File: src/rtl/banked_memory_mapper_assert.svh
// Assertion macros used by the mapper's top-level RTL file.
`ifndef BANKED_MEMORY_MAPPER_ASSERT_SVH
`define BANKED_MEMORY_MAPPER_ASSERT_SVH

`ifndef SYNTH

`define BMM_ASSERT_IMPL(label, clk, rst, ante, cons) \
   label: assert property (@(posedge clk) disable iff (rst) (ante) |-> (cons)) \
      else $error("mapper assertion failed");

`define BMM_ASSERT_NEXT(label, clk, rst, ante, cons) \
   label: assert property (@(posedge clk) disable iff (rst) (ante) |=> (cons)) \
      else $error("mapper assertion failed");

`else

`define BMM_ASSERT_IMPL(label, clk, rst, ante, cons)

`define BMM_ASSERT_NEXT(label, clk, rst, ante, cons)

`endif

`endif

File: src/rtl/bmm_pkg.sv
package bmm_pkg;

   // System RAM depth must be a power of two no deeper than the cart RAM.
   localparam int SYS_RAM_DEPTH  = 8192;
   localparam int CART_RAM_DEPTH = 32768;
   localparam int ROM_ADDR_BITS  = 20;

   localparam int SYS_IDX_W  = $clog2(SYS_RAM_DEPTH);
   localparam int CART_IDX_W = $clog2(CART_RAM_DEPTH);
   localparam int ADDR_W     = 16;
   localparam int DATA_W     = 8;
   localparam int ROM_W      = 20;
   localparam int BANK_W     = 6;
   localparam int OFFSET_W   = 14;

   localparam logic [ROM_W-1:0] ROM_MASK = ROM_W'((64'd1 << ROM_ADDR_BITS) - 64'd1);

   localparam logic CMD_WRITE = 1'b1;

   localparam logic [ADDR_W-1:0] ADDR_BOOT_END = 16'h0400;
   localparam logic [ADDR_W-1:0] ADDR_CTRL     = 16'hFFFC;
   localparam logic [ADDR_W-1:0] ADDR_BANK0    = 16'hFFFD;
   localparam logic [ADDR_W-1:0] ADDR_BANK1    = 16'hFFFE;
   localparam logic [ADDR_W-1:0] ADDR_BANK2    = 16'hFFFF;

   localparam logic [1:0] SLOT_0    = 2'd0;
   localparam logic [1:0] SLOT_1    = 2'd1;
   localparam logic [1:0] SLOT_CART = 2'd2;
   localparam logic [1:0] SLOT_SYS  = 2'd3;

   localparam int CTRL_RAM_EN_BIT   = 3;
   localparam int CTRL_RAM_BANK_BIT = 2;

   localparam logic [BANK_W-1:0] BANK0_RESET = 6'd0;
   localparam logic [BANK_W-1:0] BANK1_RESET = 6'd1;
   localparam logic [BANK_W-1:0] BANK2_RESET = 6'd2;

   typedef enum logic [1:0] {
      SRC_NONE = 2'd0,
      SRC_ROM  = 2'd1,
      SRC_SYS  = 2'd2,
      SRC_CART = 2'd3
   } source_type;

   typedef struct packed {
      source_type              src;
      logic [ROM_W-1:0]        rom_address;
      logic                    sys_we;
      logic                    sys_re;
      logic [SYS_IDX_W-1:0]    sys_idx;
      logic                    cart_we;
      logic                    cart_re;
      logic [CART_IDX_W-1:0]   cart_idx;
   } map_type;

   // Start-up contents of system RAM: the bytes mirrored at 0xFFFE and 0xFFFF
   // hold the initial bank numbers of slots 1 and 2.
   function automatic logic [DATA_W-1:0] sys_clear_value(input logic [SYS_IDX_W-1:0] idx);
      logic [DATA_W-1:0] value;
      value = '0;
      if (idx == SYS_IDX_W'(ADDR_BANK1)) begin
         value = DATA_W'(BANK1_RESET);
      end else if (idx == SYS_IDX_W'(ADDR_BANK2)) begin
         value = DATA_W'(BANK2_RESET);
      end
      return value;
   endfunction

endpackage

File: src/rtl/bmm_map.sv
module bmm_map (
   input  logic                          clock,
   input  logic                          reset,
   input  logic                          accept,
   input  logic                          cmd,
   input  logic [bmm_pkg::ADDR_W-1:0]    address,
   input  logic [bmm_pkg::DATA_W-1:0]    write_data,
   output bmm_pkg::map_type              map,
   output logic                          battery_in
);

   import bmm_pkg::*;

   logic              ram_en_ff, ram_en_in;
   logic              ram_bank_ff, ram_bank_in;
   logic              battery_ff;
   logic [BANK_W-1:0] bank0_ff, bank0_in;
   logic [BANK_W-1:0] bank1_ff, bank1_in;
   logic [BANK_W-1:0] bank2_ff, bank2_in;
   logic [BANK_W-1:0] slot_bank;
   logic [1:0]        slot;
   logic              is_write;
   logic              reg_write;

   assign slot     = address[ADDR_W-1 -: 2];
   assign is_write = (cmd == CMD_WRITE);

   always_comb begin
      unique case (slot)
         SLOT_0:    slot_bank = bank0_ff;
         SLOT_1:    slot_bank = bank1_ff;
         SLOT_CART: slot_bank = bank2_ff;
         default:   slot_bank = bank2_ff;
      endcase
   end

   always_comb begin
      map          = '0;
      map.src      = SRC_NONE;
      map.sys_idx  = address[SYS_IDX_W-1:0];
      map.cart_idx = CART_IDX_W'({ram_bank_ff, address[OFFSET_W-1:0]});
      if (!is_write) begin
         if (address < ADDR_BOOT_END) begin
            map.src         = SRC_ROM;
            map.rom_address = ROM_W'(address) & ROM_MASK;
         end else if (slot != SLOT_SYS) begin
            if (slot == SLOT_CART && ram_en_ff) begin
               map.src     = SRC_CART;
               map.cart_re = 1'b1;
            end else begin
               map.src         = SRC_ROM;
               map.rom_address = {slot_bank, address[OFFSET_W-1:0]} & ROM_MASK;
            end
         end else begin
            map.src    = SRC_SYS;
            map.sys_re = 1'b1;
         end
      end else begin
         if (slot == SLOT_SYS) begin
            map.src    = SRC_SYS;
            map.sys_we = 1'b1;
         end else if (slot == SLOT_CART && ram_en_ff) begin
            map.src     = SRC_CART;
            map.cart_we = 1'b1;
         end
      end
   end

   // Register writes land at the acceptance edge, so the very next request
   // already decodes through the new banks.
   assign reg_write = accept && is_write;

   always_comb begin
      ram_en_in   = ram_en_ff;
      ram_bank_in = ram_bank_ff;
      bank0_in    = bank0_ff;
      bank1_in    = bank1_ff;
      bank2_in    = bank2_ff;
      battery_in  = battery_ff;
      if (reg_write) begin
         priority if (address == ADDR_CTRL) begin
            ram_en_in   = write_data[CTRL_RAM_EN_BIT];
            ram_bank_in = write_data[CTRL_RAM_BANK_BIT];
            battery_in  = battery_ff | write_data[CTRL_RAM_EN_BIT];
         end else if (address == ADDR_BANK0) begin
            bank0_in = write_data[BANK_W-1:0];
         end else if (address == ADDR_BANK1) begin
            bank1_in = write_data[BANK_W-1:0];
         end else if (address == ADDR_BANK2) begin
            bank2_in = write_data[BANK_W-1:0];
         end
      end
   end

   always_ff @(posedge clock) begin
      if (reset) begin
         ram_en_ff   <= 1'b0;
         ram_bank_ff <= 1'b0;
         battery_ff  <= 1'b0;
         bank0_ff    <= BANK0_RESET;
         bank1_ff    <= BANK1_RESET;
         bank2_ff    <= BANK2_RESET;
      end else begin
         ram_en_ff   <= ram_en_in;
         ram_bank_ff <= ram_bank_in;
         battery_ff  <= battery_in;
         bank0_ff    <= bank0_in;
         bank1_ff    <= bank1_in;
         bank2_ff    <= bank2_in;
      end
   end

endmodule

File: config.mk
export PLATFORM = sky130hd
export DESIGN_NAME = bmm_map
export DESIGN_NICKNAME = d
export VERILOG_FILES = /design/src/rtl/banked_memory_mapper_assert.svh /design/src/rtl/bmm_pkg.sv /design/src/rtl/bmm_map.sv
export SDC_FILE = /design/constraint.sdc
export NUM_CORES = 1
export LEC_CHECK = 0
export ABC_CLOCK_PERIOD_IN_PS = 1550
export BUFFER_PORTS_ARGS = -buffer_cell sky130_fd_sc_hd__buf_2
export CAP_MARGIN = 15
export CORE_UTILIZATION = 44
export DETAILED_ROUTE_END_ITERATION = 10
export HOLD_SLACK_MARGIN = 0.06
export PLACE_DENSITY = 0.91
export SLEW_MARGIN = 20
export SYNTH_ARGS = -nofsm -noshare
export SYNTH_HDL_FRONTEND = slang
export SYNTH_SLANG_ARGS = --single-unit
File: constraint.sdc
create_clock -name clock -period 1.55 [get_ports clock]
set_input_delay 0.0775 -clock clock [delete_from_list [all_inputs] [get_ports clock]]
set_output_delay 0.0775 -clock clock [all_outputs]
set_load 0.01 [all_outputs]
; Word-level counts from Yosys, hierarchy flattened
; Index checks and enable logic that the tools add are counted.
[word_totals]
input_bits = 28
out_inout_bits = 55
word_cells = 49
register_bits = 21
[op_classes]
bitwise = 4
muxes = 23
n_eq_ne = 8
order_cmp = 1
n_reduce_logical = 7
[ops]
columns = operator, count
row1 = 16-bit equality test (second input constant), 4
row2 = 20-bit two-way mux, 3
row3 = 22-bit two-way mux, 1
row4 = 16-bit by 11-bit < comparator with 1-bit output (second input constant), 1
row5 = 1-bit two-way mux, 13
row6 = 6-bit one-hot mux with 2 select lines, 1
row7 = 2-bit two-way mux, 5
row8 = 5-bit AND reduction, 1
row9 = 2-bit equality test (second input constant), 2
row10 = 4-bit AND reduction, 1
row11 = 1-bit NOT, 3
row12 = 3-bit AND reduction, 1
row13 = 2-bit by 1-bit equality test with 1-bit output (second input constant), 1
row14 = 1-bit logical AND, 2
row15 = 2-bit zero test, 1
row16 = 2-bit != test (second input constant), 1
row17 = 2-bit AND reduction, 1
row18 = 1-bit bitwise OR, 1

; Longest topological paths before layout
[logic_depth]
word_depth = 6
ltp_mapped = 5
depth_no_buf = 4

; Worst setup path after synthesis
; OpenSTA, ideal clock, no wires.
[synth_path]
kind = input to output
from = in address[15] in the netlist's numbering
to = out map[46] in the netlist's numbering
cell_stages = 4
slack_ps = 245
t_arrival_ps = 1228
path_buffers = 1
path_cell_list = clkbuf_1 or4_1 o31ai_2 nor2_1
[synth_rtl]
columns = item, line_no
row1 = start: declaration, bmm_map.sv:6  ; input logic [bmm_pkg::ADDR_W-1:0] address,
row2 = end: declaration, bmm_map.sv:8  ; output bmm_pkg::map_type map,

==> reports/metrics.yaml <==
fill_cells: 295
synth_seq_cells: 21
yosysSeqAreaShare_pct: 28.82
core_area_um2: 3103
drt-initial-drc-count: 52
finalClockSkew_ps: 0
setup_ws_ps: 56.65
p_leak_nw: 0.9985
critPathBufInv: 1
vias: 1322
whs_path_depth: 3
grt.total_usage_pct: 18.28
cts_inserted_buffers: 3
setup_viol: 0
viasPerCell: 4.807
fin_crit_ps: 1493
whs_endpoint: "bank0_ff[0]"
worst-r2r-cell-count: 3
slowest_stage: "dfxtp_2"
clk_latency_ps: 300
netlist_area_um2: 1459
synth.area.top_cells: "dfxtp_1 29%, mux2i_1 16%, buf_4 14%"
worstPathCellList: "o21a_1, nor2_4, o31ai_4, nor2_2, buf_2"
rsz0062_at_grt: "yes"
gp_congestion: 0.7166
path_clk_slew_ps: 110
cts-root-buf: "clkbuf_4"
final_area_um2: 1797
cts_buffer_depth: 2
max_freq_mhz: 669.6
cts_tree: "built"
synth-edff-count: 0
finalNonFillerCells: 275
firstDrtPassIters: 4
synthArstFlopShare_pct: 0
synth.top_cell.area_share_pct: 28.82
cp_num_cells: 5
crit_family: "compound AO/OA/AOI/OAI gates"
grt_max_degree: 30
synth.most_common_cell: "buf_4"
max_stage_delay_ps: 340
yosys-top-cells-count: "28 x buf_4, 24 x mux2i_1, 22 x nand2b_1"
ys_warn_count: 0
areaGrowthSynthToFinish_pct: 23.16
syn-mean-instance-area_um2: 8.337
drv_slew: 0
power.density_nw_per_um2: 588.3
finalNetCount: 260
cts.sinks: 21
drcViolationCount: 0
ios: 83
arrival_ps: 1420
total_power_mw: 1.057
first_global_vias: 1106
antenna_cells: 0
vdd_ir_drop_max_uv: 344.9
worstHoldPathType: "input pin to flip-flop"
hold_viol_final: 0
relSlewSlack_pct: 71.40
outcome: "finished clean"
max_slew.worst_pin.slew_ps: 429.0
synth.largest_area_cell: "dfxtp_1"
preCtsSetupSlack_ps: 108.4
min_from: "write_data[0]"
die_x_um: 59.58
crit_path_max_fanout: 6
dpl.hpwl_um: 2475
dpl-instance-area_um2: 1714
grt-ovfl-total: 0
dieHeight_um: 59.58
drive_above_1_share_pct: 42.86
routed_wl_um: 3218
final.period_utilization_pct: 96.35
critPathCaptureType: "output pin"
dieArea_um2: 3550
postRouteAntennaNets: 0
worstSetupStartpointType: "flip-flop"
rrSetupSlack_ps: 820
dp.cells: 269
rows: 20
synthesis.nets: 203
synth_flop_cell: "dfxtp_1"
routedWlPerCell_um: 11.70
ys_types: 25
critPathKind: "flip-flop to output pin"
drv_cap: 0
syn_inst: 175
grt_pass1_wl_um: 4933
crit_required_ps: 1470
antenna_found_initial: 0
r2r_start: "ram_en_ff"
port_buffers: 80
multi_input_area_um2: 817.0
register_area_um2: 421.7
h-tree-depth: 1
hold_slack_ps: 66.77
r2r-end: "ram_en_ff"
start_util_pct: 47.02
## metal layers
metal / vias up / track usage [%] / share of wire (%)
li1: 672 / - / -
met1: 597 / 22.96 / 45
met2: 48 / 32.42 / 49
met3: 5 / 1.965 / 5.1
met4: 0 / 5.980 / 1.1
met5: - / 0 / 0
## area by class of cell
class | count | area share, %
Clock buffer | 3 | 1.253
Clock inverter | 1 | 0.2786
Inverter | 2 | 0.4178
Multi-Input combinational cell | 117 | 45.47
Sequential cell | 21 | 23.47
Tap cell | 44 | 3.064
Timing Repair Buffer | 87 | 26.04
## worst register-to-register path: stages (launching register included)
cell	delay [ps]
dfxtp_2	340
buf_4	120
o21ai_0	60
a21oi_1	80
## registers in the layout, indices dropped and copies added, names as in the netlist
signal and flops:
bank0_ff 6, bank1_ff 6, bank2_ff 6, battery_ff 1
ram_bank_ff 1, ram_en_ff 1
## metrics by stage
step                util [%]  TNS [ps]
floorplan                  -         0
global placement       55.24         0
detailed placement     55.24         0
CTS                    56.98         0
global route           57.90    -223.5
finish                 57.90         0
## cells by family (layout without fill, tap and decap cells)
kind of cell,after synthesis,after routing,synth area share [%]
multiplexers,24,24,16.47
AO/OA/AOI/OAI,14,14,5.660
AND/OR/NAND/NOR,79,79,32.25
buffers and inverters,37,93,16.81
flip-flops,21,21,28.82
## worst max-delay path by stage
stage / startpoint / to / slack, ps
2_1_floorplan: address[15] / map[46] / 240
3_3_place_gp: address[4] / bank0_ff[0] / 130
3_5_place_dp: address[8] / bank1_ff[2] / 110
4_1_cts: ram_en_ff / map[46] / 20
5_1_grt: ram_en_ff / map[43] / -30
6_report: ram_en_ff / map[46] / 60
## power by group
group / internal (mW) / switching [mW] / total, mW
Sequential: 0.539 / 0.00000123 / 0.539
Combinational: 0.114 / 0.140 / 0.255
Clock: 0.0964 / 0.167 / 0.263
Total: 0.750 / 0.307 / 1.06
## timing repair
item,CTS,global route
gates cloned,0,0
pin swaps,0,5
hold buffers,2,0
endpoints found under the setup margin,5,20
hold endpoints to repair,2,0
setup buffers,0,1
gates resized for setup,3,6
## cells in the final DEF (no fill, tap or decap), types with 2 or more instances in the layout
cell type and instances:
nor2_2 2, nor2_1 15, mux2i_1 24, nand2b_1 22
inv_1 2, o21ai_0 2, nor3_1 2, nand3_1 5
and2_1 13, dlygate4sd3_1 2, or4_1 2, clkbuf_4 3
nand2_1 5, buf_6 2, nand4b_2 2, buf_2 79
nand4_1 4, dfxtp_1 20, a21oi_1 9, buf_4 4
(Power assumes the default switching activity.)
